[config.mk]
export PLATFORM = sky130hd
export DESIGN_NAME = bfill_seq
export DESIGN_NICKNAME = d
export VERILOG_FILES = /design/src/rtl/bfill_pkg.sv /design/src/rtl/bfill_seq.sv
export SDC_FILE = /design/constraint.sdc
export NUM_CORES = 1
export LEC_CHECK = 0
export BUFFER_PORTS_ARGS = -buffer_cell sky130_fd_sc_hd__buf_4
export CORE_MARGIN = 4
export CORE_UTILIZATION = 50
export CTS_CLUSTER_DIAMETER = 100
export CTS_CLUSTER_SIZE = 25
export DETAILED_ROUTE_END_ITERATION = 8
export GPL_TIMING_DRIVEN = 0
export PLACE_DENSITY = 0.74
export SLEW_MARGIN = 5
export SYNTH_ARGS = -nofsm -noshare
export SYNTH_HDL_FRONTEND = slang
export SYNTH_SLANG_ARGS = --single-unit
[constraint.sdc]
create_clock -name aclk -period 3.26 [get_ports aclk]
set_clock_uncertainty 0.15 [all_clocks]
set_input_delay 0.326 -clock aclk [delete_from_list [all_inputs] [get_ports aclk]]
set_output_delay 0.326 -clock aclk [all_outputs]
set_load 0.1 [all_outputs]
[src/rtl/bfill_pkg.sv]
// Shared types and codes for the wrapped rectangle fill board.
`timescale 1ns / 1ps

package bfill_pkg;

    // Cell codes written by clear and by overlapping draws.
    localparam logic [7:0] EMPTY_CODE   = 8'd46;
    localparam logic [7:0] OVERLAP_CODE = 8'd35;

    // Coordinates are 7-bit signed, so they never go below minus this span.
    localparam int COORD_SPAN = 64;

    // Operation codes; the fourth code is unused.
    typedef enum logic [1:0] {
        OP_CLEAR = 2'd0,
        OP_DRAW  = 2'd1,
        OP_READ  = 2'd2
    } op_t;

    // Sequencer states.
    typedef enum logic [2:0] {
        ST_SWEEP,
        ST_IDLE,
        ST_SETUP,
        ST_DRAW,
        ST_READ,
        ST_READ_DATA,
        ST_RESULT
    } seq_state_t;

    // One command as presented on the input channel.
    typedef struct packed {
        logic [1:0]        op;
        logic signed [6:0] left_x;
        logic signed [6:0] top_y;
        logic signed [6:0] right_x;
        logic signed [6:0] bottom_y;
        logic [7:0]        fill_symbol;
        logic [4:0]        read_col;
        logic [4:0]        read_row;
    } cmd_t;

    // One result as handed to the output stage.
    typedef struct packed {
        logic [7:0] cell_value;
        logic       op_done;
    } res_t;

endpackage

[src/rtl/bfill_seq.sv]
// Command sequencer: clear sweep, rectangle read-modify-write walk and cell read.
`timescale 1ns / 1ps

module bfill_seq
    import bfill_pkg::*;
#(
    parameter int BOARD_DIM = 32,
    parameter int ADDR_W    = 10
) (
    input  logic              aclk,
    input  logic              aresetn,
    input  cmd_t              cmd,
    input  logic              cmd_valid,
    output logic              cmd_ready,
    output res_t              res,
    output logic              res_valid,
    input  logic              res_ready,
    output logic              mem_we,
    output logic [ADDR_W-1:0] mem_waddr,
    output logic [7:0]        mem_wdata,
    output logic [ADDR_W-1:0] mem_raddr,
    input  logic [7:0]        mem_rdata
);

    localparam int CW = (BOARD_DIM > 1) ? $clog2(BOARD_DIM) : 1;
    localparam int CELLS = BOARD_DIM * BOARD_DIM;
    // Multiple of the board size that lifts any coordinate to a non-negative value.
    localparam int WRAP_OFS = BOARD_DIM * ((COORD_SPAN + BOARD_DIM - 1) / BOARD_DIM);
    localparam logic [7:0] WRAP_OFS8 = 8'(WRAP_OFS);
    localparam logic [CW-1:0] LAST_IDX = CW'(BOARD_DIM - 1);
    localparam logic [ADDR_W-1:0] DIM_A = ADDR_W'(BOARD_DIM);
    localparam logic [ADDR_W-1:0] LAST_CELL = ADDR_W'(CELLS - 1);

    // Remainder by the board size through eight conditional subtractions.
    function automatic logic [CW-1:0] wrap_mod(input logic [7:0] u);
        logic [15:0] rem;
        rem = {8'd0, u};
        for (int k = 7; k >= 0; k--) begin
            if (rem >= (16'(BOARD_DIM) << k)) begin
                rem = rem - (16'(BOARD_DIM) << k);
            end
        end
        return rem[CW-1:0];
    endfunction

    seq_state_t        state_reg, state_next;
    cmd_t              cmd_reg, cmd_next;
    logic              reply_reg, reply_next;
    logic [ADDR_W-1:0] sweep_addr_reg, sweep_addr_next;
    logic [CW-1:0]     wx_reg, wx_next;
    logic [CW-1:0]     wx_start_reg, wx_start_next;
    logic [CW-1:0]     wy_reg, wy_next;
    logic [ADDR_W-1:0] row_base_reg, row_base_next;
    logic [7:0]        col_span_reg, col_span_next;
    logic [7:0]        col_left_reg, col_left_next;
    logic [7:0]        row_left_reg, row_left_next;
    logic              p_valid_reg, p_valid_next;
    logic [ADDR_W-1:0] p_addr_reg, p_addr_next;
    logic [7:0]        res_value_reg, res_value_next;
    logic              res_done_reg, res_done_next;

    logic signed [7:0] col_diff;
    logic signed [7:0] row_diff;
    logic [CW-1:0]     wx_start_w;
    logic [CW-1:0]     wy_start_w;
    logic [7:0]        merged;

    // Span of the rectangle less one; negative means an empty range.
    assign col_diff = $signed({cmd_reg.right_x[6], cmd_reg.right_x})
                    - $signed({cmd_reg.left_x[6], cmd_reg.left_x});
    assign row_diff = $signed({cmd_reg.bottom_y[6], cmd_reg.bottom_y})
                    - $signed({cmd_reg.top_y[6], cmd_reg.top_y});

    // Wrapped start position for a draw, or the wrapped cell of a read.
    always_comb begin
        if (cmd_reg.op == OP_READ) begin
            wx_start_w = wrap_mod({3'd0, cmd_reg.read_col});
            wy_start_w = wrap_mod({3'd0, cmd_reg.read_row});
        end else begin
            wx_start_w = wrap_mod(8'({cmd_reg.left_x[6], cmd_reg.left_x}) + WRAP_OFS8);
            wy_start_w = wrap_mod(8'({cmd_reg.top_y[6], cmd_reg.top_y}) + WRAP_OFS8);
        end
    end

    // Overlap rule applied to the cell just read back.
    assign merged = (mem_rdata != EMPTY_CODE && mem_rdata != cmd_reg.fill_symbol)
                  ? OVERLAP_CODE : cmd_reg.fill_symbol;

    // Read address always follows the walk position.
    assign mem_raddr = row_base_reg + ADDR_W'(wx_reg);

    // Write port: the clearing sweep, otherwise the pending draw write-back.
    always_comb begin
        if (state_reg == ST_SWEEP) begin
            mem_we    = 1'b1;
            mem_waddr = sweep_addr_reg;
            mem_wdata = EMPTY_CODE;
        end else begin
            mem_we    = p_valid_reg;
            mem_waddr = p_addr_reg;
            mem_wdata = merged;
        end
    end

    assign cmd_ready     = (state_reg == ST_IDLE);
    assign res_valid     = (state_reg == ST_RESULT);
    assign res.cell_value = res_value_reg;
    assign res.op_done    = res_done_reg;

    // Control registers.
    always_ff @(posedge aclk) begin
        if (!aresetn) begin
            state_reg      <= ST_SWEEP;
            reply_reg      <= 1'b0;
            sweep_addr_reg <= '0;
            p_valid_reg    <= 1'b0;
        end else begin
            state_reg      <= state_next;
            reply_reg      <= reply_next;
            sweep_addr_reg <= sweep_addr_next;
            p_valid_reg    <= p_valid_next;
        end
    end

    // Payload and walk registers.
    always_ff @(posedge aclk) begin
        cmd_reg       <= cmd_next;
        wx_reg        <= wx_next;
        wx_start_reg  <= wx_start_next;
        wy_reg        <= wy_next;
        row_base_reg  <= row_base_next;
        col_span_reg  <= col_span_next;
        col_left_reg  <= col_left_next;
        row_left_reg  <= row_left_next;
        p_addr_reg    <= p_addr_next;
        res_value_reg <= res_value_next;
        res_done_reg  <= res_done_next;
    end

    // Next state and walk control. A revisited cell is read again only after
    // its write-back has landed.
    always_comb begin
        state_next      = state_reg;
        cmd_next        = cmd_reg;
        reply_next      = reply_reg;
        sweep_addr_next = sweep_addr_reg;
        wx_next         = wx_reg;
        wx_start_next   = wx_start_reg;
        wy_next         = wy_reg;
        row_base_next   = row_base_reg;
        col_span_next   = col_span_reg;
        col_left_next   = col_left_reg;
        row_left_next   = row_left_reg;
        p_valid_next    = 1'b0;
        p_addr_next     = mem_raddr;
        res_value_next  = res_value_reg;
        res_done_next   = res_done_reg;

        unique case (state_reg)
            ST_SWEEP: begin
                sweep_addr_next = sweep_addr_reg + 1'b1;
                if (sweep_addr_reg == LAST_CELL) begin
                    sweep_addr_next = '0;
                    state_next      = reply_reg ? ST_RESULT : ST_IDLE;
                end
            end
            ST_IDLE: begin
                if (cmd_valid) begin
                    cmd_next       = cmd;
                    res_value_next = 8'd0;
                    res_done_next  = 1'b1;
                    unique case (cmd.op) inside
                        OP_CLEAR: begin
                            reply_next = 1'b1;
                            state_next = ST_SWEEP;
                        end
                        OP_DRAW, OP_READ: begin
                            state_next = ST_SETUP;
                        end
                        default: begin
                            res_done_next = 1'b0;
                            state_next    = ST_RESULT;
                        end
                    endcase
                end
            end
            ST_SETUP: begin
                wx_next       = wx_start_w;
                wx_start_next = wx_start_w;
                wy_next       = wy_start_w;
                row_base_next = ADDR_W'(ADDR_W'(wy_start_w) * DIM_A);
                col_span_next = col_diff;
                col_left_next = col_diff;
                row_left_next = row_diff;
                if (cmd_reg.op == OP_READ) begin
                    state_next = ST_READ;
                end else if (col_diff[7] || row_diff[7]) begin
                    state_next = ST_RESULT;
                end else begin
                    state_next = ST_DRAW;
                end
            end
            ST_DRAW: begin
                p_valid_next = 1'b1;
                if (col_left_reg == 8'd0) begin
                    if (row_left_reg == 8'd0) begin
                        state_next = ST_RESULT;
                    end else begin
                        row_left_next = row_left_reg - 8'd1;
                        col_left_next = col_span_reg;
                        wx_next       = wx_start_reg;
                        if (wy_reg == LAST_IDX) begin
                            wy_next       = '0;
                            row_base_next = '0;
                        end else begin
                            wy_next       = wy_reg + 1'b1;
                            row_base_next = row_base_reg + DIM_A;
                        end
                    end
                end else begin
                    col_left_next = col_left_reg - 8'd1;
                    wx_next       = (wx_reg == LAST_IDX) ? '0 : wx_reg + 1'b1;
                end
            end
            ST_READ: begin
                state_next = ST_READ_DATA;
            end
            ST_READ_DATA: begin
                res_value_next = mem_rdata;
                state_next     = ST_RESULT;
            end
            ST_RESULT: begin
                if (res_ready) begin
                    reply_next = 1'b0;
                    state_next = ST_IDLE;
                end
            end
            default: begin
                state_next = ST_IDLE;
            end
        endcase
    end

endmodule

; Word-level counts from Yosys, hierarchy flattened
; Index checks and enable logic that the tools add are counted.
[totals]
ff_bits = 131
output_inout_bits = 40
in_bits = 60
[classes]
eq_ne = 22
order_cmp = 6
n_reduce_logical = 17
addsub = 17
mux = 53
[ops]
columns = cell, count
row1 = 16-bit 2-to-1 mux, 8
row2 = 8-bit 2-to-1 mux, 7
row3 = 10-bit 2-to-1 mux, 5
row4 = 5-bit 2-to-1 mux, 10
row5 = 8-bit case mux with 2 select lines, 3
row6 = "16-bit by 6-bit greater-or-equal comparator with 1-bit output, second input constant", 2
row7 = "16-bit by 7-bit greater-or-equal comparator with 1-bit output, second input constant", 2
row8 = "16-bit by 7-bit subtractor with 16-bit output, second input constant", 2
row9 = 3-bit 2-to-1 mux, 8
row10 = 3-bit case mux with 7 select lines, 1
row11 = 10-bit case mux with 2 select lines, 1
row12 = 5-bit case mux with 2 select lines, 2
row13 = "8-bit by 8-bit subtractor with 9-bit output, second input constant", 2
row14 = "8-bit by 7-bit adder with 8-bit output, second input constant", 2
row15 = "8-bit greater-or-equal comparator, second input constant", 2
row16 = 8-bit logical NOT, 2
row17 = 7-bit by 7-bit subtractor with 8-bit output, 2
row18 = "8-bit by 1-bit subtractor with 8-bit output, second input constant", 2
row19 = "10-bit by 1-bit adder with 10-bit output, second input constant", 1
row20 = 10-bit by 5-bit adder with 10-bit output, 1
row21 = "10-bit by 6-bit adder with 10-bit output, second input constant", 1
row22 = "5-bit by 1-bit adder with 5-bit output, second input constant", 2
row23 = "10-bit equality test, second input constant", 1
row24 = "5-bit equality test, second input constant", 2
row25 = other kinds (25), 44

; Depth between registers and ports, before layout
[depth]
ltp_word = 11
mapped_depth = 9

; Worst setup path before layout
; Ideal clock, no wire load.
[synth_timing]
path_kind = register -> register
start = register wx_reg[1]
end = register p_addr_reg[9]
t_required_ns = 2.615
arrival_time_ns = 4.793
period_less_slack_ns = 5.438
slack_ns = -2.178
stages_incl_launch_ff = 6
cell_sequence = edfxtp_1 -> ha_1 -> a21o_1 -> a21oi_1 -> o21ai_0 -> o311ai_0
[synth_between]
elab_chain_len = 1
[synth_rtl]
columns = element, line_no
row1 = from (decl), bfill_seq.sv:50  ; logic [CW-1:0] wx_reg, wx_next;
row2 = from (signal assigned), bfill_seq.sv:128  ; wx_reg <= wx_next;
row3 = 10-bit by 5-bit adder with 10-bit output, bfill_seq.sv:90  ; assign mem_raddr = row_base_reg + ADDR_W'(wx_reg);
row4 = net mem_raddr[9], bfill_seq.sv:21  ; output logic [ADDR_W-1:0] mem_raddr,
row5 = to (signal assigned), bfill_seq.sv:135  ; p_addr_reg <= p_addr_next;
row6 = to (decl), bfill_seq.sv:58  ; logic [ADDR_W-1:0] p_addr_reg, p_addr_next;
; The timed path passes the listed nets, and every way through them passes these cells.
; A chain may end at the register's enable or synchronous reset.

; Final worst setup path
[layout_timing]
start = register wx_reg[0]
end = output port mem_raddr[6]
[layout_between]
elab_chain_len = 1
[layout_rtl]
columns = element, line_no
row1 = 10-bit by 5-bit adder with 10-bit output, bfill_seq.sv:90
row2 = to (decl), bfill_seq.sv:21
; No other way between the ends.

==> impl_metrics.py <==
metrics = {
    "grt": {
        "grt_max_degree": 52,
        "grt_pass1_wl_um": 23800,
        "overflow": 0,
        "grtUsageTotal_pct": 20.5,
        "grt_antenna_before_repair": 0,
        "grt_pass1_vias": 5029,
    },
    "power_and_ir_drop": {
        "seqPwrFrac_pct": 49.1,
        "clkPwrFrac_pct": 46.6,
        "p_sw_share_pct": 20.4,
        "intPower_mw": 2.92,
        "power_density_nw_per_um2": 424,
        "p_comb_share_pct": 4.3,
        "switchingPower_mw": 0.751,
        "ir_worst_vdd_mv": 0.342,
        "p_total_mw": 3.67,
        "p_leak_nw": 3.46,
    },
    "clocking": {
        "clock_latency_ns": 0.41,
        "cts_tree": "yes",
        "clock_tree.root_cell": "clkbuf_16",
        "ctsHtreeMaxLevel": 4,
        "post-cts-setup-buffer-count": 0,
        "ctsLongestPathBuffers": 2,
        "clk_pin_slew_worst_paths_ns": 0.05,
        "numCtsBuffers": 17,
        "cts_num_sinks": 131,
    },
    "cells_and_area": {
        "drive_gt1_share_pct": 20.0,
        "insertedDiodeCount": 0,
        "fillCellCount": 937,
        "largest_register_ff_count": 48,
        "final_cells": 952,
        "nets": 858,
        "fin_area_um2": 8660,
        "syn_to_final_growth_pct": 30.8,
        "utilization_pct": 67.8,
    },
    "placed_design": {
        "place.gp.congestion": 0.868,
        "io_buffers": 99,
        "dp_cells": 872,
        "place_ws_ns": 0.422,
        "dp_hpwl_um": 10200,
        "placed_area_um2": 7640,
    },
    "sta": {
        "slew_headroom_pct": 16.7,
        "final.setup.worst_slack_ns": 0.166,
        "min_period_ns": 3.09,
        "hold_violations": 0,
        "setup_tns_ns": 0,
        "setup_viol": 0,
        "finalCritPeriodShare_pct": 94.9,
        "rsz0062_at_grt": "no",
        "slew_viol_final": 0,
        "worst_pin_slew_ns": 1.24,
        "timing.hold.ws_ns": 0.0389,
        "max_freq_ghz": 0.323,
    },
    "synth": {
        "syn-cell-area_um2": 6620,
        "ys_types": 60,
        "yosysMostFrequentCell": "edfxtp_1",
        "synth_warnings": 0,
        "synth_nets": 691,
        "synth_area_leaders": "edfxtp_1, dfxtp_1, ha_1, nand2_1, xnor2_1",
        "synthArstFlopShare_pct": 0,
        "ys.flop_type": "edfxtp_1",
        "synth-seq-cells": 131,
        "synth_edf_count": 106,
        "netlist_top_cells_count": "edfxtp_1, nand2_1, nor2_1",
        "synth_cells": 600,
        "synth_top_cell_by_area": "edfxtp_1",
        "syn-mean-instance-area_um2": 11.0,
        "synth_top_area_share_pct": 48.1,
        "yosysSeqAreaShare_pct": 55.7,
    },
    "critical_path": {
        "cpMaxStageDelayCell": "edfxtp_1",
        "crit_path_start_kind": "register",
        "rrSetupSlack_ns": 0.74,
        "critPathMaxFanout": 4,
        "worstSetupPathType": "reg -> out",
        "slowest_delay_ns": 0.43,
        "regToRegStartpoint": "cmd_reg[39]",
        "crit_buf_inv": 2,
        "critPathRequiredTime_ns": 2.78,
        "critical_path.top_delay_family": "adder cells",
        "worstPathCellList": "ha_1 -> inv_1 -> fa_1 -> nor2b_1 -> o21ai_0 -> a21boi_2 -> o21ai_1 -> xnor2_2 -> buf_8",
        "r2r_cells": 7,
        "cp-end-kind": "output pin",
        "arrival_ns": 2.62,
        "crit-reg2reg-capture": "col_left_reg[6]",
    },
    "worst_hold_path": {
        "min_to": "p_valid_reg",
        "hold_path_class": "in -> reg",
        "hold_start": "aresetn",
        "worst_hold_path.num_cells": 2,
    },
    "floorplanning": {
        "initial_core_util_pct": 51.8,
        "die_height_um": 123,
        "die_w_um": 123,
        "die_area_um2": 15100,
        "io_pins": 100,
        "num_rows": 41,
        "core-area_um2": 12800,
    },
    "routing": {
        "drc": 0,
        "vias": 5072,
        "first_iter_violations": 351,
        "first_pass_iters": 5,
        "ant_nets": 0,
        "via_per_inst": 5.33,
        "wl_per_cell_um": 15.6,
        "finalWirelength_um": 14800,
    },
    "outcome": {
        "status": "complete, no violations",
    },
    "flow_run": {
        "maxCapViolations": 0,
    },
}
==> cell families after synthesis <==
family / share of synthesized area [%]
muxes: 0.794
and+or+nand+nor: 18.2
adders and majority gates: 6.20
AOI/OAI and AO/OA: 10.6
buffers and inverters: 3.12
DFF: 55.7
xor gates and xnor gates: 5.43
==> metal layers <==
metal | GRT usage [%] | up-vias | routed length, um
li1 | - | 2485 | -
met2 | 35.4 | 176 | 7320
met4 | 8.58 | 0 | 270
met5 | 0 | - | 0
met1 | 24.5 | 2389 | 6280
met3 | 4.76 | 22 | 938
==> layout by cell type (no fill, tap or decap), drive strengths merged, types with 13 or more instances in the layout <==
master | netlist | layout
edfxtp | 106 | 106
a21oi | 23 | 23
nor2 | 50 | 50
o21ai | 27 | 27
and2 | 18 | 18
clkbuf | 11 | 30
buf | 5 | 105
nand2 | 74 | 74
xnor2 | 29 | 29
ha | 28 | 28
dlygate4sd3 | 0 | 48
a21o | 13 | 13
dfxtp | 25 | 25
inv | 35 | 35
==> cell type report <==
type	count	area [um^2]	share of cell area, %
multi-input cells	418	2780	32.1
flip-flops and latches	131	3680	42.5
well taps	172	215	2.49
clock inverters	13	93.8	1.08
plain buffers	16	75.1	0.867
clock buffers	19	433	5.00
repair buffers	148	1250	14.4
inverters	35	131	1.52
==> worst max path at each step <==
stage	startpoint	to	cells past startpoint
after floorplan	wx_reg[1]	mem_raddr[7]	5
after global placement	col_left_reg[3]	row_left_reg[0]	5
after detailed placement	wx_reg[0]	mem_raddr[6]	9
after CTS	wx_reg[0]	mem_raddr[6]	9
after global routing	wx_reg[0]	mem_raddr[8]	9
final	wx_reg[0]	mem_raddr[6]	9
==> power groups by stage <==
stage	Sequential, mW	Clock (mW)	Combinational, mW
2_1_floorplan	1.84	0	0.0441
3_3_place_gp	1.84	0	0.109
3_5_place_dp	1.84	0	0.112
4_1_cts	1.80	1.73	0.157
5_1_grt	1.80	1.81	0.171
6_report	1.80	1.71	0.159
==> what timing repair did <==
| action | 4_1_cts | 5_1_grt |
|---|---|---|
| endpoints found under the setup margin | 2 | 3 |
| hold buffers | 48 | 0 |
| resized for setup | 1 | 6 |
| endpoints found under the hold margin | 48 | 0 |
| pin swaps | 0 | 2 |
(Power assumes the default switching activity.)
